`config.mk`:
```
export PLATFORM = sky130hd
export DESIGN_NAME = htw_front
export DESIGN_NICKNAME = d
export VERILOG_FILES = /design/src/hdl/htw_pkg.sv /design/src/hdl/htw_front.sv
export SDC_FILE = /design/constraint.sdc
export NUM_CORES = 1
export LEC_CHECK = 0
export ABC_AREA = 1
export CAP_MARGIN = 25
export CELL_PAD_IN_SITES_DETAIL_PLACEMENT = 0
export CELL_PAD_IN_SITES_GLOBAL_PLACEMENT = 1
export CORE_MARGIN = 3
export CORE_UTILIZATION = 56
export CTS_BUF_LIST = sky130_fd_sc_hd__clkbuf_4 sky130_fd_sc_hd__clkbuf_8 sky130_fd_sc_hd__clkbuf_16
export CTS_CLUSTER_DIAMETER = 100
export DETAILED_ROUTE_END_ITERATION = 8
export DONT_BUFFER_PORTS = 1
export GPL_TIMING_DRIVEN = 0
export PLACE_DENSITY = 0.89
export SLEW_MARGIN = 20
export SYNTH_ARGS = -nofsm -noshare
export SYNTH_HDL_FRONTEND = slang
export SYNTH_SLANG_ARGS = --single-unit
```
`constraint.sdc`:
```
create_clock -name clock -period 17.13 [get_ports clock]
set_input_delay 3.426 -clock clock [delete_from_list [all_inputs] [get_ports clock]]
set_output_delay 3.426 -clock clock [all_outputs]
set_load 0.01 [all_outputs]
```
`src/hdl/htw_pkg.sv`:
```
// shared types, constants and bucket arithmetic for the hierarchical timer wheel
package htw_pkg;

   localparam int ENTRIES     = 64;
   localparam int NEAR_BITS   = 8;
   localparam int LEVEL_BITS  = 6;
   localparam int LEVELS      = 4;
   localparam int NEAR_SIZE   = 1 << NEAR_BITS;
   localparam int LEVEL_SIZE  = 1 << LEVEL_BITS;
   localparam int FAR_SIZE    = LEVELS * LEVEL_SIZE;
   // bucket id: top bit selects the far levels, low bits index near or far buckets
   localparam int BKT_W       = NEAR_BITS + 1;
   localparam int SLOT_W      = $clog2(ENTRIES);
   localparam int LINK_W      = $clog2(ENTRIES + 1);
   localparam logic [LINK_W-1:0] NONE = LINK_W'(ENTRIES);
   localparam int MAX_OUT     = 64;
   localparam int CNT_W       = $clog2(MAX_OUT + 1);
   localparam int QUEUE_DEPTH = 4;
   localparam int Q_PTR_W     = $clog2(QUEUE_DEPTH);
   localparam int Q_CNT_W     = $clog2(QUEUE_DEPTH + 1);
   // divide by ten: multiply by reciprocal, keep bits from 35 up
   localparam logic [31:0] RECIP = 32'hCCCC_CCCD;
   localparam int QUOT_SHIFT  = 35;
   localparam int QUOT_W      = 64 - QUOT_SHIFT;

   localparam logic [1:0] OP_ADD    = 2'd0;
   localparam logic [1:0] OP_TICK   = 2'd1;
   localparam logic [1:0] OP_CANCEL = 2'd2;
   localparam logic [1:0] OP_UNUSED = 2'd3;

   localparam logic RK_EXPIRED  = 1'b0;
   localparam logic RK_REJECTED = 1'b1;

   typedef struct packed {
      logic [1:0]         operation;
      logic [31:0]        owner_handle;
      logic signed [31:0] session_id;
      logic signed [31:0] delay_ms;
   } req_type;

   typedef struct packed {
      logic               result_kind;
      logic [31:0]        expired_handle;
      logic signed [31:0] expired_session;
      logic               last_of_run;
   } rsp_type;

   typedef enum logic [2:0] {
      CL_NOP,
      CL_NOW,
      CL_ADD,
      CL_TICK,
      CL_CANCEL
   } cls_type;

   typedef struct packed {
      cls_type             cls;
      logic [31:0]         handle;
      logic [31:0]         session;
      logic [QUOT_W-1:0]   quot;
   } job_type;

   typedef struct packed {
      logic             move;
      logic [BKT_W-1:0] bkt;
   } move_type;

   typedef enum logic [4:0] {
      S_CLEAR,
      S_IDLE,
      S_ADD_SCAN,
      S_FILE,
      S_FILE_W,
      S_FILE_L,
      S_DSP,
      S_DSP_H,
      S_DSP_R,
      S_DSP_E,
      S_ADV,
      S_MV,
      S_MV_H,
      S_MV_R,
      S_MV_N,
      S_CAN_B,
      S_CAN_H,
      S_CAN_R,
      S_CAN_C,
      S_FINISH
   } state_type;

   // bucket that a timer expiring at e belongs in, seen from tick now
   function automatic logic [BKT_W-1:0] file_bucket(input logic [31:0] e,
                                                    input logic [31:0] now);
      logic [BKT_W-1:0] b;
      logic [1:0]       lvl;
      logic [31:0]      m;
      logic [LEVEL_BITS-1:0] idx;
      lvl = 2'(LEVELS - 1);
      for (int i = LEVELS - 2; i >= 0; i--) begin
         m = 32'((64'd1 << (NEAR_BITS + (i + 1) * LEVEL_BITS)) - 64'd1);
         if ((e | m) == (now | m)) begin
            lvl = 2'(i);
         end
      end
      idx = LEVEL_BITS'(e >> (NEAR_BITS + int'(lvl) * LEVEL_BITS));
      b = {1'b1, lvl, idx};
      if (e[31:NEAR_BITS] == now[31:NEAR_BITS]) begin
         b = {1'b0, e[NEAR_BITS-1:0]};
      end
      return b;
   endfunction

   // far bucket to redistribute once the counter has moved on to ct
   function automatic move_type cascade(input logic [31:0] ct);
      move_type r;
      logic     stop;
      logic [31:0] m;
      logic [LEVEL_BITS-1:0] idx;
      r.move = 1'b0;
      r.bkt  = {1'b1, 2'(LEVELS - 1), LEVEL_BITS'(0)};
      stop   = 1'b0;
      if (ct == 32'd0) begin
         r.move = 1'b1;
      end else begin
         for (int i = 0; i < LEVELS; i++) begin
            m   = 32'((64'd1 << (NEAR_BITS + i * LEVEL_BITS)) - 64'd1);
            idx = LEVEL_BITS'(ct >> (NEAR_BITS + i * LEVEL_BITS));
            if (!stop) begin
               if ((ct & m) != 32'd0) begin
                  stop = 1'b1;
               end else if (idx != LEVEL_BITS'(0)) begin
                  r.move = 1'b1;
                  r.bkt  = {1'b1, 2'(i), idx};
                  stop   = 1'b1;
               end
            end
         end
      end
      return r;
   endfunction

endpackage

```
`src/hdl/htw_front.sv`:
```
// input stage: takes request beats, classifies them and divides the delay by ten
module htw_front (
   input  logic              clock,
   input  logic              reset,
   input  logic              req_valid,
   output logic              req_ready,
   input  htw_pkg::req_type  req_data,
   output logic              job_vld,
   input  logic              job_rdy,
   output htw_pkg::job_type  job
);

   logic             vld_ff, vld_in;
   htw_pkg::job_type job_ff, job_in;
   logic [63:0]      prod;
   htw_pkg::cls_type cls;

   assign req_ready = !vld_ff || job_rdy;
   assign prod      = {32'd0, req_data.delay_ms} * {32'd0, htw_pkg::RECIP};

   always_comb begin
      case (req_data.operation)
         htw_pkg::OP_ADD: begin
            if (req_data.delay_ms == 32'sd0 || req_data.delay_ms[31]) begin
               cls = htw_pkg::CL_NOW;
            end else begin
               cls = htw_pkg::CL_ADD;
            end
         end
         htw_pkg::OP_TICK:   cls = htw_pkg::CL_TICK;
         htw_pkg::OP_CANCEL: cls = htw_pkg::CL_CANCEL;
         default:            cls = htw_pkg::CL_NOP;
      endcase
   end

   always_comb begin
      vld_in = vld_ff && !job_rdy;
      job_in = job_ff;
      if (req_valid && req_ready) begin
         vld_in         = 1'b1;
         job_in.cls     = cls;
         job_in.handle  = req_data.owner_handle;
         job_in.session = req_data.session_id;
         job_in.quot    = prod[htw_pkg::QUOT_SHIFT+htw_pkg::QUOT_W-1:htw_pkg::QUOT_SHIFT];
      end
   end

   always_ff @(posedge clock) begin
      if (reset) begin
         vld_ff <= 1'b0;
      end else begin
         vld_ff <= vld_in;
      end
      job_ff <= job_in;
   end

   assign job_vld = vld_ff;
   assign job     = job_ff;

endmodule

```
# Word level (Yosys, flattened, before mapping)
# Index checks and enable logic that the tools add are counted.
# totals
out_inout_bits	98
inputBits	102
register_bits	97
# classes
eq_ne	2
n_mul	1
reduce_logical	8
mux	3
# op_table
cell	n
32-bit by 32-bit multiplier with 64-bit output, second input constant	1
32-bit logical NOT	1
3-bit one-hot mux with 3 select lines	1
2-bit by 1-bit == test with 1-bit output, second input constant	1
2-bit == test, second input constant	1
1-bit logical AND	2
1-bit logical NOT	2
2-bit logical NOT	1
1-bit logical OR	2
2-bit two-way mux	1
1-bit two-way mux	1

# Longest topological paths before layout
# Gate-level depths: netlist of run 1.
# depth
ltp_word	4
ltp_mapped	31
depth_no_buf	30

# Least setup slack after synthesis of run 1
# OpenSTA, ideal clock, no wires.
# synth_timing
path_kind	input to register
start	input req_data[20] (netlist bit)
end	register job_ff (netlist bit job[17]), data pin
slack_ns	8.200
stages	26
t_arrival_ns	8.678
cell_sequence	inv_1 ha_1 inv_1 fa_1 inv_1 fa_1 inv_1 fa_1 inv_1 fa_1 fa_1 fa_1 inv_1 fa_1 inv_1 ha_1 nand2_2 nor2_2 nand2_1 inv_2 a21oi_1 nor2_1 nor2_1 nand2_1 nand2_1 nand2_1
# synth_via
elab_chain_len	1
# synth_rtl
item	line_no	rtl
start, declared	htw_front.sv:7	input htw_pkg::req_type req_data,
32-bit by 32-bit multiplier with 64-bit output	htw_front.sv:19	assign prod = {32'd0, req_data.delay_ms} * {32'd0, htw_pkg::RECIP};
named net prod[52]	htw_front.sv:15	logic [63:0] prod;
end signal, assigned	htw_front.sv:54	job_ff <= job_in;
end, declared	htw_front.sv:14	htw_pkg::job_type job_ff, job_in;
# The timed path passes the listed nets, and every way through them passes these cells.
# A chain may end at the register's enable or synchronous reset.

# Final worst setup path of run 1
# layout_timing
start	input req_data[8] (netlist bit)
end	register job_ff (netlist bit job[23]), data pin
# Same word-level chain as after synthesis.

==> results of run 1 <==
==> worst max-delay path, delay by kind of cell <==
family	cells	cell delay, ps
simple gates	9	1330
compound gates	1	300
xor+xnor	1	510
buf+inv	4	420
fa+ha+maj	8	3810
==> cells in the final DEF, fill, tap and decap left out, types with 4 or more instances in the layout <==
cell         n
o21bai_1    18
nand2_2      5
nand2_1    428
nor3_2      11
nand4_1     14
ha_1       361
edfxtp_1    96
a21oi_1     82
xnor2_1     11
clkbuf_16    9
inv_1      743
nor2_1     104
nor2_2      13
o21ai_0     39
nand3_1     52
a21o_1       8
nor3_1       4
inv_2       16
fa_1       386
xor2_1      37
==> through the flow <==
stage	std cells	worst slack (ps)	area (um2)	hold slack, ps
6_report	2980	7410	23000	655
5_1_grt	2980	7220	23000	680
3_5_place_dp	2964	7180	22700	650
4_1_cts	2980	7520	23000	656
2_1_floorplan	2450	8200	22000	577
3_3_place_gp	2961	7160	22600	604
==> state kept, by name (all words and copies together) (netlist names) <==
register / cells
job_vld: 1
job: 96
==> worst paths after layout <==
kind              cells past startpoint       to  slack, ps         from
setup / recovery                     23  job[23]       7410  req_data[8]
hold / removal                        2  job_vld        660      job_vld
setup reg to reg                      4  job[89]      15190      job_vld
hold reg to reg                       2  job_vld        660      job_vld
==> area by class of cell <==
class / count / area (um2) / share of cell area
sequential: 97 / 2900 / 0.126
clock inverter: 7 / 70.1 / 0.00305
buffer: 3 / 11.3 / 0.000490
clock buffer: 9 / 225 / 0.00979
timing repair buffer: 3 / 82.6 / 0.00359
multi-input combinational: 1590 / 16200 / 0.705
tap: 511 / 639 / 0.0278
inverter: 760 / 2860 / 0.124
==> cell families after synthesis <==
family / Yosys count / share of synthesized area
compound gates: 153 / 0.0381
xor+xnor: 48 / 0.0191
fa+ha+maj: 747 / 0.557
buf+inv: 763 / 0.130
flops: 97 / 0.132
simple gates: 642 / 0.123
==> per-layer routing <==
metal / global-route usage / up-vias
li1: - / 7359
met1: 0.442 / 7904
met2: 0.545 / 522
met3: 0.0331 / 120
met4: 0.116 / 2
met5: 0 / -
==> impl_metrics.env, run 1 <==
export IMPL_relSlewSlack=0.545
export IMPL_place_hpwl_um=58800
export IMPL_path_clk_slew_ps=70
export IMPL_synth_ff_type="edfxtp_1"
export IMPL_slowest_delay_ps=600
export IMPL_post_cts_buffers=0
export IMPL_fin_nets=3313
export IMPL_setup_viol=0
export IMPL_initial_core_util=0.575
export IMPL_critical_path_class="primary input to flop"
export IMPL_top_layer="met5"
export IMPL_clkSinkCount=97
export IMPL_synthArstFlopShare=0
export IMPL_drcViolationCount=0
export IMPL_ctsHoldBuffers=0
export IMPL_period_share=0.567
export IMPL_wl_met3_um=3770
export IMPL_fin_util=0.602
export IMPL_place_congestion=0.970
export IMPL_min_period_ps=9720
export IMPL_die_w_um=204
export IMPL_syn_area_um2=22000
export IMPL_root_buffer="clkbuf_16"
export IMPL_synth_top_area_frac=0.352
export IMPL_grt_max_degree=30
export IMPL_syn_instance_count=2450
export IMPL_path_common_cell="fa_1"
export IMPL_synth_top_area_cell="fa_1"
export IMPL_dr_wl_met2_um=31000
export IMPL_yosysSeqAreaShare=0.132
export IMPL_grt_antenna_before_repair=1
export IMPL_finClkSkew_ps=10.8
export IMPL_clk_path_buf_depth=2
export IMPL_drt_iter0_drc=1029
export IMPL_track_usage=0.324
export IMPL_grt_overflow=0
export IMPL_clock_fmax_ghz=0.103
export IMPL_tightest_slew_ps=680
export IMPL_grt_pass1_wl_um=99800
export IMPL_fin_setup_tns_ps=0
export IMPL_critPathArrivalTime_ps=9820
export IMPL_crit_path_start_kind="primary input"
export IMPL_io_buffer_count=0
export IMPL_post_cts_resize_count=0
export IMPL_hold_violations=0
export IMPL_rsz0062_at_grt="no"
export IMPL_final_antenna_net_count=0
export IMPL_required_ps=17230
export IMPL_yosysWarnings=0
export IMPL_max_cap_violations=0
export IMPL_ys_seq_elements=97
export IMPL_critical_path_cell_chain="inv_1 > ha_1 > clkbuf_1 > xnor2_1 > o21ai_0 > fa_1 > inv_1 > fa_1 > fa_1 > inv_1 > fa_1 > fa_1 > fa_1 > ha_1 > nand2_1 > nor2_1 > nand2_1 > nor2_1 > nand2_1 > nand3_1 > nand3_1 > nand3_1 > nand2_1"
export IMPL_drive_gt1_frac=0.0308
export IMPL_drt_pass1_iterations=5
export IMPL_nFillCells=3460
export IMPL_synth_most_common_cell="inv_1"
export IMPL_dieArea_um2=41600
export IMPL_htreeDepth=3
export IMPL_crit_fanout=8
export IMPL_synth_common_cells="743 x inv_1, 428 x nand2_1, 386 x fa_1, 361 x ha_1, 104 x nor2_1"
export IMPL_syn_nets=3299
export IMPL_area_growth_pct=4.68
export IMPL_avgRoutedWirePerCell_um=21.7
export IMPL_avgSynthCellArea_um2=8.97
export IMPL_grt_pass1_vias=17195
export IMPL_drt_met1_wl_um=27100
export IMPL_synthTopCellsByArea="fa_1 35%, ha_1 21%, edfxtp_1 13%"
export IMPL_clk_latency_ps=340
export IMPL_vias=15907
export IMPL_crit_slowest_cell="fa_1"
export IMPL_wl_um=64800
export IMPL_row_count=71
export IMPL_cts_tree="built"
export IMPL_synth_edf_count=96
export IMPL_drt_vias_per_instance=5.34
export IMPL_core_um2=38200
export IMPL_antenna_cells=0
export IMPL_slew_viol_final=0
export IMPL_fp_dieH_um=204
export IMPL_ios=200
export IMPL_cts_buffers=9
export IMPL_outcome="finished clean"
export IMPL_end_kind="flop"
export IMPL_hp_class="flop to flop"
export IMPL_synth_cell_types=32
Power of run 1 is not shown: default switching activity piles up to over one toggle a cycle in this logic, so the estimate is an artifact.
==> run 2: changes to the inputs <==
--- a/config.mk
+++ b/config.mk
@@ -10,13 +10,13 @@
 export CELL_PAD_IN_SITES_DETAIL_PLACEMENT = 0
 export CELL_PAD_IN_SITES_GLOBAL_PLACEMENT = 1
 export CORE_MARGIN = 3
-export CORE_UTILIZATION = 56
+export CORE_UTILIZATION = 47
 export CTS_BUF_LIST = sky130_fd_sc_hd__clkbuf_4 sky130_fd_sc_hd__clkbuf_8 sky130_fd_sc_hd__clkbuf_16
 export CTS_CLUSTER_DIAMETER = 100
 export DETAILED_ROUTE_END_ITERATION = 8
 export DONT_BUFFER_PORTS = 1
 export GPL_TIMING_DRIVEN = 0
-export PLACE_DENSITY = 0.89
+export PLACE_DENSITY = 0.8
 export SLEW_MARGIN = 20
 export SYNTH_ARGS = -nofsm -noshare
 export SYNTH_HDL_FRONTEND = slang
==> constraint.sdc (replaced) <==
create_clock -name clock -period 8.61 [get_ports clock]
set_input_delay 1.722 -clock clock [delete_from_list [all_inputs] [get_ports clock]]
set_output_delay 1.722 -clock clock [all_outputs]
set_load 0.01 [all_outputs]
==> run 2 against run 1 <==
Effect of this change:
- largest cell class unchanged
- hold slack improved by 40 ps
- setup slack got worse by 6800 ps
- cell area increased by 0.55%
- sequential share of layout area decreased by 0.070 points
- critical path type unchanged
- register-to-register slack got worse by 8300 ps
- critical path depth unchanged
==> impl_metrics.env, run 2 (synthesis gave the netlist of run 1 again) <==
export IMPL_tightest_slew_ps=674
export IMPL_clk_path_buf_depth=2
export IMPL_nFillCells=4342
export IMPL_timing_rr_start="job_vld"
export IMPL_grt_overflow=0
export IMPL_rsz0062_at_grt="no"
export IMPL_grt_pass1_wl_um=102000
export IMPL_crit_fanout=8
export IMPL_end_kind="flop"
export IMPL_required_ps=8710
export IMPL_vias=15586
export IMPL_hold_path_end="job_vld"
export IMPL_largest_reg_flops=96
export IMPL_relSlewSlack=0.549
export IMPL_clkSinkCount=97
export IMPL_drt_vias_per_instance=5.08
export IMPL_hp_class="flop to flop"
export IMPL_area_growth_pct=5.26
export IMPL_drcViolationCount=0
export IMPL_row_count=78
export IMPL_clock_fmax_ghz=0.125
export IMPL_hp_start="job_vld"
export IMPL_path_clk_slew_ps=60
export IMPL_antenna_cells=0
export IMPL_critical_path_top_delay_family="adder cells"
export IMPL_drive_gt1_frac=0.0312
export IMPL_ios=200
export IMPL_max_cap_violations=0
export IMPL_dieArea_um2=49400
export IMPL_track_usage=0.276
export IMPL_post_cts_buffers=0
export IMPL_post_cts_resize_count=0
export IMPL_drt_iter0_drc=1136
export IMPL_grt_pass1_vias=16970
export IMPL_io_buffer_count=0
export IMPL_crit_slowest_cell="fa_1"
export IMPL_fin_setup_tns_ps=0
export IMPL_critical_path_cell_chain="inv_1 > ha_1 > clkbuf_1 > xnor2_1 > o21ai_0 > fa_1 > inv_1 > fa_1 > fa_1 > inv_1 > fa_1 > fa_1 > fa_1 > ha_1 > nand2_1 > nor2_1 > nand2_1 > nor2_1 > nand3_1 > nand3_1 > nand2_1 > nand3_1 > nand2_1"
export IMPL_final_antenna_net_count=0
export IMPL_core_um2=45800
export IMPL_mostFrequentLayoutCells="743 x inv_1, 428 x nand2_1, 386 x fa_1"
export IMPL_critical_path_class="primary input to flop"
export IMPL_die_w_um=222
export IMPL_grt_antenna_before_repair=0
export IMPL_final_common_cell="inv_1"
export IMPL_avgRoutedWirePerCell_um=21.4
export IMPL_crit_cells=23
export IMPL_place_congestion=0.993
export IMPL_holdPathStages=2
export IMPL_ctsHoldBuffers=0
export IMPL_fin_nets=3314
export IMPL_slew_viol_final=0
export IMPL_htreeDepth=3
export IMPL_finClkSkew_ps=4.48
export IMPL_path_common_cell="fa_1"
export IMPL_hold_violations=0
export IMPL_place_hpwl_um=59700
export IMPL_setup_viol=0
export IMPL_cts_buffers=9
export IMPL_clk_latency_ps=350
export IMPL_r2r_slack_ps=6900
export IMPL_drt_pass1_iterations=5
export IMPL_min_period_ps=8020
export IMPL_critPathArrivalTime_ps=8120
export IMPL_fp_dieH_um=222
export IMPL_outcome="finished clean"
export IMPL_initial_core_util=0.480
export IMPL_root_buffer="clkbuf_16"
export IMPL_worstRegToRegCells=4
export IMPL_crit_path_start_kind="primary input"
export IMPL_period_share=0.932
export IMPL_grt_max_degree=30
export IMPL_reg2reg_to="job[70]"
export IMPL_wl_um=65800
export IMPL_worst_path_buf_inv=4
export IMPL_cts_tree="built"
export IMPL_slowest_delay_ps=550
[run 2: cell types whose count changed in the layout (fill, tap and decap cells not counted)]
cell,previous run,this run
buf_8,0,1
clkinv_2,1,2
inv_6,3,1
clkinvlp_4,0,1
inv_8,2,0
bufinv_16,0,1
clkbuf_4,0,2
clkinv_8,1,0
[run 2: layout make-up]
class | instances | area (um2) | area share
multi-input combinational | 1590 | 16200 | 0.701
sequential | 97 | 2900 | 0.126
inverter | 760 | 2860 | 0.123
tap | 600 | 751 | 0.0325
clock buffer | 11 | 240 | 0.0104
timing repair buffer | 4 | 97.6 | 0.00422
clock inverter | 5 | 56.3 | 0.00243
buffer | 3 | 11.3 | 0.000487
[run 2: worst register-to-register path, stage by stage, from the launching register on]
cell,delay [ps]
dfxtp_1,380
a21oi_4,390
buf_16,220
buf_16,200
buf_16,210
[run 2: layer usage]
| layer | global-route usage | vias to the layer above | routed length [um] |
|---|---|---|---|
| li1 | - | 7355 | - |
| met1 | 0.374 | 7727 | 28500 |
| met2 | 0.467 | 422 | 31700 |
| met3 | 0.0347 | 82 | 3320 |
| met4 | 0.0770 | 0 | 2240 |
| met5 | 0 | - | 0 |
[run 2: per-stage QoR]
stage | cell area (um2) | cells | hold slack, ps | util | worst slack [ps]
after floorplan | 22000 | 2450 | 577 | - | 1380
after global placement | 22700 | 3050 | 616 | 0.496 | 242
after detailed placement | 22800 | 3054 | 696 | 0.499 | 299
after CTS | 23100 | 3070 | 704 | 0.505 | 626
after global routing | 23100 | 3070 | 761 | 0.505 | 303
final | 23100 | 3070 | 695 | 0.505 | 587
[run 2: how the worst max path moves through the flow]
stage | start | endpoint | slack [ps]
after floorplan | req_data[20] | job[17] | 1380
after global placement | req_data[8] | job[23] | 240
after detailed placement | req_data[8] | job[23] | 300
after CTS | req_data[8] | job[23] | 630
after global routing | req_data[8] | job[23] | 300
final | req_data[8] | job[22] | 590
Power of run 2 is left out for the same reason.
