--- src/hdl/htw_pkg.sv ---
// shared types, constants and bucket arithmetic for the hierarchical timer wheel
package htw_pkg;

   localparam int ENTRIES     = 64;
   localparam int NEAR_BITS   = 8;
   localparam int LEVEL_BITS  = 6;
   localparam int LEVELS      = 4;
   localparam int NEAR_SIZE   = 1 << NEAR_BITS;
   localparam int LEVEL_SIZE  = 1 << LEVEL_BITS;
   localparam int FAR_SIZE    = LEVELS * LEVEL_SIZE;
   // bucket id: top bit selects the far levels, low bits index near or far buckets
   localparam int BKT_W       = NEAR_BITS + 1;
   localparam int SLOT_W      = $clog2(ENTRIES);
   localparam int LINK_W      = $clog2(ENTRIES + 1);
   localparam logic [LINK_W-1:0] NONE = LINK_W'(ENTRIES);
   localparam int MAX_OUT     = 64;
   localparam int CNT_W       = $clog2(MAX_OUT + 1);
   localparam int QUEUE_DEPTH = 4;
   localparam int Q_PTR_W     = $clog2(QUEUE_DEPTH);
   localparam int Q_CNT_W     = $clog2(QUEUE_DEPTH + 1);
   // divide by ten: multiply by reciprocal, keep bits from 35 up
   localparam logic [31:0] RECIP = 32'hCCCC_CCCD;
   localparam int QUOT_SHIFT  = 35;
   localparam int QUOT_W      = 64 - QUOT_SHIFT;

   localparam logic [1:0] OP_ADD    = 2'd0;
   localparam logic [1:0] OP_TICK   = 2'd1;
   localparam logic [1:0] OP_CANCEL = 2'd2;
   localparam logic [1:0] OP_UNUSED = 2'd3;

   localparam logic RK_EXPIRED  = 1'b0;
   localparam logic RK_REJECTED = 1'b1;

   typedef struct packed {
      logic [1:0]         operation;
      logic [31:0]        owner_handle;
      logic signed [31:0] session_id;
      logic signed [31:0] delay_ms;
   } req_type;

   typedef struct packed {
      logic               result_kind;
      logic [31:0]        expired_handle;
      logic signed [31:0] expired_session;
      logic               last_of_run;
   } rsp_type;

   typedef enum logic [2:0] {
      CL_NOP,
      CL_NOW,
      CL_ADD,
      CL_TICK,
      CL_CANCEL
   } cls_type;

   typedef struct packed {
      cls_type             cls;
      logic [31:0]         handle;
      logic [31:0]         session;
      logic [QUOT_W-1:0]   quot;
   } job_type;

   typedef struct packed {
      logic             move;
      logic [BKT_W-1:0] bkt;
   } move_type;

   typedef enum logic [4:0] {
      S_CLEAR,
      S_IDLE,
      S_ADD_SCAN,
      S_FILE,
      S_FILE_W,
      S_FILE_L,
      S_DSP,
      S_DSP_H,
      S_DSP_R,
      S_DSP_E,
      S_ADV,
      S_MV,
      S_MV_H,
      S_MV_R,
      S_MV_N,
      S_CAN_B,
      S_CAN_H,
      S_CAN_R,
      S_CAN_C,
      S_FINISH
   } state_type;

   // bucket that a timer expiring at e belongs in, seen from tick now
   function automatic logic [BKT_W-1:0] file_bucket(input logic [31:0] e,
                                                    input logic [31:0] now);
      logic [BKT_W-1:0] b;
      logic [1:0]       lvl;
      logic [31:0]      m;
      logic [LEVEL_BITS-1:0] idx;
      lvl = 2'(LEVELS - 1);
      for (int i = LEVELS - 2; i >= 0; i--) begin
         m = 32'((64'd1 << (NEAR_BITS + (i + 1) * LEVEL_BITS)) - 64'd1);
         if ((e | m) == (now | m)) begin
            lvl = 2'(i);
         end
      end
      idx = LEVEL_BITS'(e >> (NEAR_BITS + int'(lvl) * LEVEL_BITS));
      b = {1'b1, lvl, idx};
      if (e[31:NEAR_BITS] == now[31:NEAR_BITS]) begin
         b = {1'b0, e[NEAR_BITS-1:0]};
      end
      return b;
   endfunction

   // far bucket to redistribute once the counter has moved on to ct
   function automatic move_type cascade(input logic [31:0] ct);
      move_type r;
      logic     stop;
      logic [31:0] m;
      logic [LEVEL_BITS-1:0] idx;
      r.move = 1'b0;
      r.bkt  = {1'b1, 2'(LEVELS - 1), LEVEL_BITS'(0)};
      stop   = 1'b0;
      if (ct == 32'd0) begin
         r.move = 1'b1;
      end else begin
         for (int i = 0; i < LEVELS; i++) begin
            m   = 32'((64'd1 << (NEAR_BITS + i * LEVEL_BITS)) - 64'd1);
            idx = LEVEL_BITS'(ct >> (NEAR_BITS + i * LEVEL_BITS));
            if (!stop) begin
               if ((ct & m) != 32'd0) begin
                  stop = 1'b1;
               end else if (idx != LEVEL_BITS'(0)) begin
                  r.move = 1'b1;
                  r.bkt  = {1'b1, 2'(i), idx};
                  stop   = 1'b1;
               end
            end
         end
      end
      return r;
   endfunction

endpackage

--- src/hdl/htw_queue.sv ---
// short job queue between the classifying front and the wheel engine
module htw_queue (
   input  logic              clock,
   input  logic              reset,
   input  logic              in_vld,
   output logic              in_rdy,
   input  htw_pkg::job_type  in_job,
   output logic              out_vld,
   input  logic              out_rdy,
   output htw_pkg::job_type  out_job
);

   htw_pkg::job_type            mem_ff [htw_pkg::QUEUE_DEPTH];
   logic [htw_pkg::Q_PTR_W-1:0] wr_ff, wr_in, rd_ff, rd_in;
   logic [htw_pkg::Q_CNT_W-1:0] cnt_ff, cnt_in;
   logic                        push, pop;

   assign in_rdy  = cnt_ff != htw_pkg::Q_CNT_W'(htw_pkg::QUEUE_DEPTH);
   assign out_vld = cnt_ff != '0;
   assign out_job = mem_ff[rd_ff];
   assign push    = in_vld && in_rdy;
   assign pop     = out_vld && out_rdy;

   always_comb begin
      wr_in  = wr_ff;
      rd_in  = rd_ff;
      cnt_in = cnt_ff;
      if (push) begin
         wr_in = (wr_ff == htw_pkg::Q_PTR_W'(htw_pkg::QUEUE_DEPTH - 1)) ? '0 : wr_ff + 1'b1;
      end
      if (pop) begin
         rd_in = (rd_ff == htw_pkg::Q_PTR_W'(htw_pkg::QUEUE_DEPTH - 1)) ? '0 : rd_ff + 1'b1;
      end
      if (push && !pop) begin
         cnt_in = cnt_ff + 1'b1;
      end else if (pop && !push) begin
         cnt_in = cnt_ff - 1'b1;
      end
   end

   always_ff @(posedge clock) begin
      if (reset) begin
         wr_ff  <= '0;
         rd_ff  <= '0;
         cnt_ff <= '0;
      end else begin
         wr_ff  <= wr_in;
         rd_ff  <= rd_in;
         cnt_ff <= cnt_in;
      end
      if (push) begin
         mem_ff[wr_ff] <= in_job;
      end
   end

endmodule

--- config.mk ---
export PLATFORM = sky130hd
export DESIGN_NAME = htw_queue
export DESIGN_NICKNAME = d
export VERILOG_FILES = /design/src/hdl/htw_pkg.sv /design/src/hdl/htw_queue.sv
export SDC_FILE = /design/constraint.sdc
export NUM_CORES = 1
export LEC_CHECK = 0
export ABC_CLOCK_PERIOD_IN_PS = 3400
export BUFFER_PORTS_ARGS = -buffer_cell sky130_fd_sc_hd__buf_2
export CAP_MARGIN = 20
export CORE_MARGIN = 4
export CORE_UTILIZATION = 50
export CTS_CLUSTER_DIAMETER = 100
export DETAILED_ROUTE_END_ITERATION = 8
export GPL_TIMING_DRIVEN = 1
export PLACE_DENSITY = 0.71
export SYNTH_ARGS = -nofsm -noshare
export SYNTH_HDL_FRONTEND = slang
export SYNTH_SLANG_ARGS = --single-unit
--- constraint.sdc ---
create_clock -name clock -period 3.4 [get_ports clock]
set_input_delay 0.51 -clock clock [delete_from_list [all_inputs] [get_ports clock]]
set_output_delay 0.51 -clock clock [all_outputs]
set_load 0.005 [all_outputs]
* Word-level counts from Yosys, hierarchy flattened
Memory sizes are Yosys's and may differ from the RTL's. A register that Yosys moved wholly into a read port is not among the register bits.
Cells that the tools add are included.
** Operators by class
- $add $sub $neg :: 4
- Multiply operators :: 0
- Divide/modulo/power cells :: 0
- Magnitude comparators :: 0
- Eq/ne operators :: 3
- Shift-type cells :: 0
- Multiplexer cells :: 8
- Bitwise gates (word level) :: 0
- Reduce and logical (&&, ||, !) cells :: 8
** Operators with widths (count)
- 2-bit two-way mux :: 4
- 3-bit two-way mux :: 2
- 2-bit by 1-bit adder with 2-bit output (second input constant) :: 2
- 2-bit equality test (second input constant) :: 2
- 1-bit logical AND :: 4
- 3-bit by 1-bit adder with 3-bit output (second input constant) :: 1
- 3-bit != test (second input constant) :: 1
- 3-bit nonzero test :: 1
- 3-bit by 1-bit subtractor with 3-bit output (second input constant) :: 1
- 1-bit zero test :: 2
- 1-bit two-way mux :: 2
- 2-bit nonzero test :: 1
** Storage, ports and cells
- Register bits after elaboration :: 7
- Bits in latches :: 0
- Bits in writable memories :: 384
- Memory bits (read-only) :: 0
- Input bits :: 100
- Output and inout port bits :: 98
- Logic and storage cells :: 27
- Memories kept :: 1
** Memories
- mem_ff :: words 4, width 96, read ports 1, clocked after Yosys merged registers in 1, wr ports 1, RTL line htw_queue.sv:13 : htw_pkg::job_type mem_ff [htw_pkg::QUEUE_DEPTH];

* Logic depth before layout (Yosys ltp)
Gate-level depths: netlist (run 1).
- Depth after elaboration :: 6
- Depth in mapped cells :: 9
- Gate-level depth less buffers :: 8

* Worst setup path after synthesis (run 1)
No wires, ideal clock.
- Path kind :: register to register
- Start :: register cnt_ff[0] (netlist bit)
- End :: memory mem_ff[0][0] (netlist bit) (enable)
- Library setup time :: 412 ps
- Arrival :: 1929 ps
- Required time :: 2988 ps
- Slack :: 1060 ps
- Cell stages (with the launch flop) :: 4
- Buffers on the path :: 1
- Period minus slack after synthesis :: 2340 ps
- Cells stage by stage :: dfxtp_1 or3b_1 clkbuf_2 and3_2
** On the way
- Word-level cells in the longest chain between the ends :: 4
** RTL lines
- start: declaration :: RTL line htw_queue.sv:15 : logic [htw_pkg::Q_CNT_W-1:0] cnt_ff, cnt_in;
- start signal: assignment :: RTL line htw_queue.sv:49 : cnt_ff <= cnt_in;
- 3-bit != test :: RTL line htw_queue.sv:18 : assign in_rdy = cnt_ff != htw_pkg::Q_CNT_W'(htw_pkg::QUEUE_DEPTH);
- net in_rdy :: RTL line htw_queue.sv:6 : output logic in_rdy,
- 1-bit logical AND :: RTL line htw_queue.sv:21 : assign push = in_vld && in_rdy;
- 1-bit two-way mux :: RTL line htw_queue.sv:51 : if (push) begin
- 1-bit two-way mux (not written as such) :: RTL line htw_queue.sv:52 : mem_ff[wr_ff] <= in_job;
- end: declaration :: RTL line htw_queue.sv:13
The timed path passes the listed nets, and every way through them passes these cells.

==> results.md, run 1 <==
* Post-route DRC at 0
* Post-Syn Area at 14,310 um^2
* Status: completed
* Crit path kind: register to primary output
* Slew of the pin with the lowest slew margin at 0.6382 ns
* Fin worst setup slack at 0.5562 ns
* GRT Total Usage at 16.75%
* Min Tclk post-route at 2.844 ns
* Top cell type's share of synthesized area at 80.57%
* Worst VDD drop at 0.0004081 V
* Max Fanout on Critical Path at 44
* Crit start category: register
* Vias in the first global route at 6,888
* # nets final at 884
* Logic gate share of total power at 17.9%
* Die ar. at 31,400 um^2
* CP required at 2.89 ns
* Net Sw Power at 2.954 mW
* Pre-CTS setup slack at 0.8963 ns
* Layout area overhead at 19.17%
* Syn_nets at 657
* RSZ-0062 raised after global routing: no
* Core area at 28,010 um^2
* Data arrival, critical path at 2.33 ns
* Initial Utilization at 51.10%
* DP Wirelength at 16,210 um
* Multi-input logic area at 2461 um^2
* Final Setup Violations at 0
* Number of hold buffers added after CTS at 0
* Initial drt markers at 556
* CTS clk-pin slew, worst paths at 0.06 ns
* Ys async rst share at 0%
* Register area at 11,720 um^2
* Horiz. Die Dim at 177.2 um
* Die Y at 177.2 um
* Buffers added on ports at 197
* Setup Buffers After CTS at 0
* Setup TNS at 0 ns
* Sequential area share after synthesis at 81.83%
* Max Root-Sink Buffers at 3
* Clock power frac at 33.1%
* CTS tree: yes
* Drt first pass iters at 5
* Routed wire length per instance at 22.17 um
* Internal power at 9.438 mW
* F_max at 351.6 MHz
* Number of synthesized flops with an enable pin at 384
* Root Buffer: clkbuf_16
* Cts bufs inserted at 40
* Top FF cell, synth: edfxtp_1
* Row count at 61
* First-pass GRT wire length at 40,000 um
* Initial antenna violation count at 5
* Number of gates resized after CTS at 0
* Via density at 5.454
* Routability-driven placement congestion ratio at 0.7323
* Min-delay worst type: primary input to register
* Global route total overflow at 0
* Clock Sinks at 393
* Crit. End Element: primary output
* MaxCap Viol Count at 0
* H-tree Lvls at 2
* Syn Area/Cell at 26.02 um^2
* Post-DRT Antenna Nets at 0
* Filler instances at 1,927
* Layout cell share with drive strength beyond 1 at 45.48%
* Post-synth cell types at 26
* Clock Latency Late Sink at 0.50 ns
* Clk_skew at 0.01119 ns
* Pwr dens at 726.5 nW/um^2
* Placed Cells at 1,113
* Pin count of the biggest net entering global routing at 74
* LEAKAGE at 5.700 nW
* Num ports at 198
* Final hold vios at 0
* Post-Layout Cell Count at 1,187
* Post-Route WL at 26,310 um
* Final slew viol count at 0
* Relative slew slack at 57.46%
* Switching Share at 23.84%
* Leading post-synthesis cells by cell area: edfxtp_1, mux4_2, dfxtp_1
* Synth Register Bits at 393
* Largest area contributor in the netlist: edfxtp_1
* Period Utilization, post-route at 83.64%
* Syn Inst Count at 550
* Seq pwr share at 49.0%
* Final core utilization at 60.89%
* Vias at 6,474
* YS warnings at 0
[cell usage in the layout (no fill, tap or decap)]
cell,netlist,layout
fa_1,1,1
mux2i_1,3,3
a21oi_1,2,2
and2_4,1,1
o31ai_2,1,1
and3_4,0,4
ha_1,6,6
or3_2,2,2
xor2_1,2,2
nand3_1,1,1
dfxtp_4,0,2
diode_2,0,2
clkbuf_16,0,41
or3b_1,1,1
clkbuf_1,6,10
nand2_1,1,1
nor3_1,1,1
buf_4,0,6
inv_1,3,3
mux4_2,96,96
clkinv_1,0,10
o21ai_0,1,1
nor2_1,3,3
buf_12,0,6
bufinv_16,0,3
edfxtp_1,384,384
clkinvlp_4,0,2
nand2b_1,2,2
dfxtp_1,9,7
or3_1,1,1
buf_2,12,197
clkinv_2,0,6
o31ai_1,1,1
[critical path: stages, from the launching register on]
cell     delay [ns]
dfxtp_4        0.66
buf_12         0.38
mux4_2         0.60
buf_2          0.15
[worst paths after layout]
check / from / endpoint / slack, ns / depth (start not counted)
worst min register to register: rd_ff[0] / register / 0.49 / 2
worst max register to register: cnt_ff[1] / cnt_ff[2] / 0.91 / 7
worst max-delay path: register / out_job[77] / 0.56 / 3
worst min-delay path: in_job[22] / mem_ff[0][22] / 0.21 / 1
[power by group through the flow]
stage                     sequential (mW)  combinational, mW  clock, mW
after global routing                 6.12               2.42       4.44
after detailed placement             6.18               2.27          0
after floorplan                      6.06               1.42          0
after CTS                            6.08               2.29       4.20
after global placement               6.14               2.23          0
final                                6.07               2.22       4.10
[registers in the layout, indices dropped and copies added, names as in the netlist, named ones only]
| register | cells |
|---|---|
| rd_ff | 2 |
| mem_ff | 384 |
| wr_ff | 2 |
| cnt_ff | 3 |
[layer usage]
layer / global-route usage (%) / up-vias / part of all wire [%]
li1: - / 2825 / -
met1: 22.10 / 3365 / 40
met2: 28.10 / 227 / 50
met3: 4.678 / 51 / 7.7
met5: 0 / - / 0.13
met4: 4.126 / 6 / 2.2
[synthesized netlist by cell type (3+ instances only)]
library cell,count
nor2_1,3
buf_2,12
edfxtp_1,384
ha_1,6
mux4_2,96
mux2i_1,3
and3_2,4
buf_6,5
clkbuf_1,6
inv_1,3
dfxtp_1,9
[stage by stage]
| step | hold slack [ns] | power (mW) | cell area [um^2] |
|---|---|---|---|
| 2_1_floorplan | 0.4634 | 7.481 | 14310 |
| 3_3_place_gp | 0.4731 | 8.366 | 15820 |
| 3_5_place_dp | 0.4768 | 8.451 | 15820 |
| 4_1_cts | 0.1966 | 12.57 | 17050 |
| 5_1_grt | 0.1988 | 12.98 | 17060 |
| 6_report | 0.2103 | 12.39 | 17060 |
[final cells by class]
class | count | share of cell area [%]
Multi-Input combinational cell | 130 | 14.43
Clock buffer | 51 | 6.235
Sequential cell | 393 | 68.71
Inverter | 3 | 0.06602
Clock inverter | 21 | 1.012
Antenna cell | 2 | 0.02934
Timing Repair Buffer | 209 | 6.749
Tap cell | 378 | 2.773
[kinds of logic (layout without fill, tap and decap cells)]
| logic type | Yosys count | after routing | share of synthesized area [%] |
|---|---|---|---|
| and+or+nand+nor | 17 | 17 | 0.7430 |
| AOI/OAI and AO/OA | 5 | 5 | 0.2448 |
| adders and majority gates | 7 | 7 | 0.6644 |
| xor gates and xnor gates | 2 | 2 | 0.1224 |
| muxes | 99 | 99 | 15.32 |
| DFF | 393 | 393 | 81.83 |
| buffers and inverters | 27 | 284 | 1.084 |
| other | 0 | 2 | 0 |
(Power assumes the default switching activity.)
==> run 2: changes to the inputs <==
Settings changed: ABC_CLOCK_PERIOD_IN_PS 3400 to 2900.
Clock period 3.4 ns to 2.9 ns, I/O delays scaled along.
==> results.md, run 2 (synthesis gave the netlist of run 1 again) <==
* Max Fanout on Critical Path at 64 (+45%)
* Final Setup Violations at 0 (unchanged)
* CTS tree: yes
* CP required at 2.47 ns (-0.42 ns)
* Drt first pass iters at 5 (unchanged)
* Clk_skew at 0.01491 ns (+0.003724 ns)
* Cells along the critical path: buf_12 > mux4_2 > buf_2
* H-tree Lvls at 2 (unchanged)
* Post-route DRC at 0 (unchanged)
* First-pass GRT wire length at 40,430 um (+1.1%)
* Pwr dens at 835.5 nW/um^2 (+15%)
* Post-Route WL at 26,510 um (+0.77%)
* Buffers added on ports at 197 (unchanged)
* Layout cell share with drive strength beyond 1 at 44.92% (-0.56 points)
* DP Wirelength at 16,160 um (-0.28%)
* Worst VDD drop at 0.0005598 V (+37%)
* MaxCap Viol Count at 0 (unchanged)
* Setup Buffers After CTS at 0 (unchanged)
* Min Hold Slack at 0.1356 ns (-0.07468 ns)
* Post-DRT Antenna Nets at 0 (unchanged)
* F_max at 390.9 MHz
* Period Utilization, post-route at 88.21%
* Largest registers: mem_ff: 384 flops, cnt_ff: 3 flops
* Initial drt markers at 422 (-24%)
* Min Tclk post-route at 2.558 ns
* Hold Crit Start: in_job[20]
* Most common cell after layout, fill and taps aside: edfxtp_1
* # nets final at 884 (unchanged)
* Worst path max stage delay at 0.61 ns (-0.05 ns)
* Number of gates resized after CTS at 0 (unchanged)
* Slew of the pin with the lowest slew margin at 0.5956 ns (-0.04257 ns)
* Antenna Cells at 0 (-2)
* CTS clk-pin slew, worst paths at 0.06 ns (about the same)
* Crit. End Element: primary output
* Placed Cells at 1,113 (unchanged)
* Num ports at 198 (unchanged)
* Initial antenna violation count at 5 (unchanged)
* GRT Total Usage at 16.92% (+0.17 points)
* Routability-driven placement congestion ratio at 0.7664 (+4.7%)
* Horiz. Die Dim at 177.2 um (unchanged)
* Number of hold buffers added after CTS at 0 (unchanged)
* Worst r2r src: cnt_ff[0]
* Crit path max-delay cell type: mux4_2
* Commonest cells after routing, fill and taps aside: edfxtp_1, buf_2, mux4_2
* Die Y at 177.2 um (unchanged)
* Layout area overhead at 18.41%
* Core area at 28,010 um^2 (unchanged)
* Setup TNS at 0 ns (unchanged)
* Via density at 5.498 (+0.80%)
* Pin count of the biggest net entering global routing at 65 (-12%)
* Vias at 6,460 (-0.22%)
* RSZ-0062 raised after global routing: no
* Final slew viol count at 0 (unchanged)
* Clock Sinks at 393 (unchanged)
* Max FFs per register at 384 (unchanged)
* Root Buffer: clkbuf_16
* Data arrival, critical path at 2.12 ns (-0.21 ns)
* Clock Latency Late Sink at 0.51 ns (about the same)
* Initial Utilization at 51.10% (unchanged)
* Crit path kind: register to primary output
* Row count at 61 (unchanged)
* Cts bufs inserted at 40 (unchanged)
* Max Root-Sink Buffers at 3 (unchanged)
* LEAKAGE at 5.647 nW (-0.93%)
* Crit start category: register
* Relative slew slack at 60.29% (+2.8 points)
* Die ar. at 31,400 um^2 (unchanged)
* Post-Layout Cell Count at 1,175 (-1.0%)
* Most flop-heavy register: mem_ff
* Final hold vios at 0 (unchanged)
* Routed wire length per instance at 22.56 um (+1.8%)
* Vias in the first global route at 7,093 (+3.0%)
* Status: completed
* Global route total overflow at 0 (unchanged)
* Min-delay worst type: primary input to register
## run 2: report_power, final
part           internal [mW]  switching [mW]  leakage [nW]  total [mW]
registers               6.88           0.174          3.59        7.06
clock network           2.55            1.87         0.539        4.41
logic                   1.35            1.34          1.51        2.69
## run 2: area by class of cell
class | count | area (um^2)
sequential | 393 | 11720
fill | 1937 | 11060
clock inverter | 12 | 47.55
timing repair buffer | 209 | 1176
inverter | 3 | 11.26
tap | 378 | 473.0
multi-input combinational | 130 | 2461
clock buffer | 50 | 1060
## run 2: worst max-delay path, delay by kind of cell, from the launching register on
kind / cells / cell delay, ns
buffers and inverters: 2 / 0.53
flip-flops: 1 / 0.37
multiplexers: 1 / 0.61
## run 2: path summary, 6_finish.rpt
path	end	slack (ns)	cells after the start
setup / recovery	out_job[87]	0.34	3
hold / removal	mem_ff[2][20]	0.14	1
setup reg to reg	cnt_ff[2]	0.47	7
hold reg to reg	register	0.51	2
## run 2: metal layers
metal	wire, um	part of all wire (%)	up-vias	global-route usage [%]
li1	-	-	2817	-
met1	10420	39	3380	21.99
met2	13460	51	209	28.26
met3	2080	7.8	44	5.213
met4	480	1.8	10	4.384
met5	69	0.26	-	0
## run 2: through the flow
stage                     setup WS, ns  util (%)  power (mW)  area (um^2)
after detailed placement        0.4513     56.55       9.929        15840
final                           0.3419     60.50       14.16        16950
after global placement          0.6271     56.55       9.808        15840
after floorplan                 0.5596         -       8.771        14310
after global routing            0.2037     60.50       14.80        16950
after CTS                       0.2924     60.50       14.37        16950
==> run 3: changes to the inputs <==
Settings changed: BUFFER_PORTS_ARGS -buffer_cell sky130_fd_sc_hd__buf_2 to -buffer_cell sky130_fd_sc_hd__buf_4.
==> results.md, run 3 (synthesis gave the netlist of run 1 again) <==
* Status: completed
* Post-route DRC at 0 (unchanged)
* H-tree Lvls at 2 (unchanged)
* Clk_skew at 0.01273 ns (-0.002180 ns)
* CP required at 2.47 ns (about the same)
* Cts bufs inserted at 40 (unchanged)
* Routed wire length per instance at 22.07 um (-2.2%)
* Drt first pass iters at 4 (-1)
* CTS tree: yes
* Die ar. at 31,400 um^2 (unchanged)
* Pin count of the biggest net entering global routing at 88 (+35%)
* GRT Total Usage at 16.90% (about the same)
* Initial drt markers at 459 (+8.8%)
* Vias in the first global route at 7,088 (-0.070%)
* Pwr dens at 838.3 nW/um^2 (+0.34%)
* Number of hold buffers added after CTS at 0 (unchanged)
* Number of gates resized after CTS at 0 (unchanged)
* Worst r2r src: cnt_ff[1]
* Commonest cells after routing, fill and taps aside: edfxtp_1, buf_4, mux4_2
* Antenna Cells at 0 (unchanged)
* RSZ-0062 raised after global routing: no
* Core area at 28,010 um^2 (unchanged)
* Crit start category: register
* Crit. End Element: primary output
* Num ports at 198 (unchanged)
* Data arrival, critical path at 2.19 ns (+0.07 ns)
* Min-delay worst type: primary input to register
* # nets final at 884 (unchanged)
* Root Buffer: clkbuf_16
* Vias at 6,463 (+0.046%)
* Max FFs per register at 384 (unchanged)
* Max Root-Sink Buffers at 3 (unchanged)
* Post-DRT Antenna Nets at 0 (unchanged)
* LEAKAGE at 5.868 nW (+3.9%)
* Final Setup Violations at 0 (unchanged)
* Largest registers: mem_ff: 384 flops, cnt_ff: 3 flops
* Initial Utilization at 51.10% (unchanged)
* Period Utilization, post-route at 90.65% (+2.4 points)
* Final core utilization at 62.60% (+2.1 points)
* Relative slew slack at 61.27% (+0.98 points)
* Clock Sinks at 393 (unchanged)
* Filler instances at 1,869 (-3.5%)
* Worst VDD drop at 0.0006358 V (+14%)
* Setup Buffers After CTS at 0 (unchanged)
* Horiz. Die Dim at 177.2 um (unchanged)
* Final hold vios at 0 (unchanged)
* Hold Crit Start: in_job[36]
* Via density at 5.459 (-0.71%)
* Layout cell share with drive strength beyond 1 at 45.66% (+0.74 points)
* Buffers added on ports at 197 (unchanged)
* Layout area overhead at 22.51%
* Most common cell after layout, fill and taps aside: edfxtp_1
* Clock Latency Late Sink at 0.51 ns (about the same)
* Crit path kind: register to primary output
* Row count at 61 (unchanged)
* DP Wirelength at 15,830 um (-2.0%)
* Slew of the pin with the lowest slew margin at 0.5810 ns (-0.01465 ns)
* Die Y at 177.2 um (unchanged)
* F_max at 380.4 MHz (-2.7%)
* Initial antenna violation count at 0 (-5)
* Min Tclk post-route at 2.629 ns (+0.07084 ns)
* Post-Route WL at 26,130 um (-1.4%)
* Setup TNS at 0 ns (unchanged)
* CTS clk-pin slew, worst paths at 0.06 ns (about the same)
* Routability-driven placement congestion ratio at 0.6999 (-8.7%)
* Global route total overflow at 0 (unchanged)
* Final slew viol count at 0 (unchanged)
* MaxCap Viol Count at 0 (unchanged)
* First-pass GRT wire length at 40,830 um (+0.99%)
* Max Fanout on Critical Path at 31 (-52%)
* Most flop-heavy register: mem_ff
## run 3: cell count changes in the layout (fill, tap and decap cells not counted), sizes merged
| cell | previous run | this run |
|---|---|---|
| clkinvlp | 0 | 1 |
| clkinv | 12 | 19 |
| bufinv | 0 | 1 |
| inv | 3 | 5 |
| clkbuf | 50 | 48 |
## run 3: stage by stage
stage / instance area [um^2] / instances / hold slack (ns) / setup slack [ns] / power [mW]
2_1_floorplan: 14310 / 550 / 0.4634 / 0.5596 / 8.771
4_1_cts: 17530 / 1184 / 0.09571 / 0.1747 / 14.90
3_3_place_gp: 16350 / 1113 / 0.4697 / 0.6483 / 10.16
6_report: 17530 / 1184 / 0.1193 / 0.2711 / 14.70
5_1_grt: 17530 / 1184 / 0.1004 / 0.09916 / 15.41
3_5_place_dp: 16350 / 1113 / 0.4852 / 0.5211 / 10.28
## run 3: final timing paths
check                  end  slack [ns]  cells past startpoint
min          mem_ff[0][36]        0.12                      1
max            out_job[49]        0.27                      3
min reg2reg       register        0.49                      2
max reg2reg      cnt_ff[2]        0.51                      7
## run 3: cell type report
cell class | count | area [um^2] | area share, %
clock buffers | 48 | 1052 | 6.001
clock inverters | 23 | 136.4 | 0.7778
multi-input cells | 130 | 2461 | 14.04
well taps | 378 | 473.0 | 2.697
repair buffers | 209 | 1682 | 9.590
inverters | 3 | 11.26 | 0.06422
flip-flops and latches | 393 | 11720 | 66.83
## run 3: per-layer routing
| layer | global-route usage (%) | wire length, um | vias up |
|---|---|---|---|
| met3 | 4.337 | 1917 | 37 |
| met5 | 0 | 0 | - |
| met2 | 27.94 | 13090 | 207 |
| met1 | 22.97 | 10690 | 3393 |
| met4 | 4.159 | 434 | 0 |
| li1 | - | - | 2826 |
## run 3: power breakdown
| group | switching (mW) | leakage [nW] | internal, mW |
|---|---|---|---|
| combinational | 1.32 | 1.69 | 1.66 |
| clock | 1.95 | 0.585 | 2.67 |
| sequential | 0.213 | 3.59 | 6.88 |
| total | 3.49 | 5.87 | 11.2 |
## run 3: worst max-delay path, stage by stage (launching register included)
cell	delay, ns
dfxtp_4	0.61
buf_12	0.32
mux4_2	0.56
buf_4	0.16
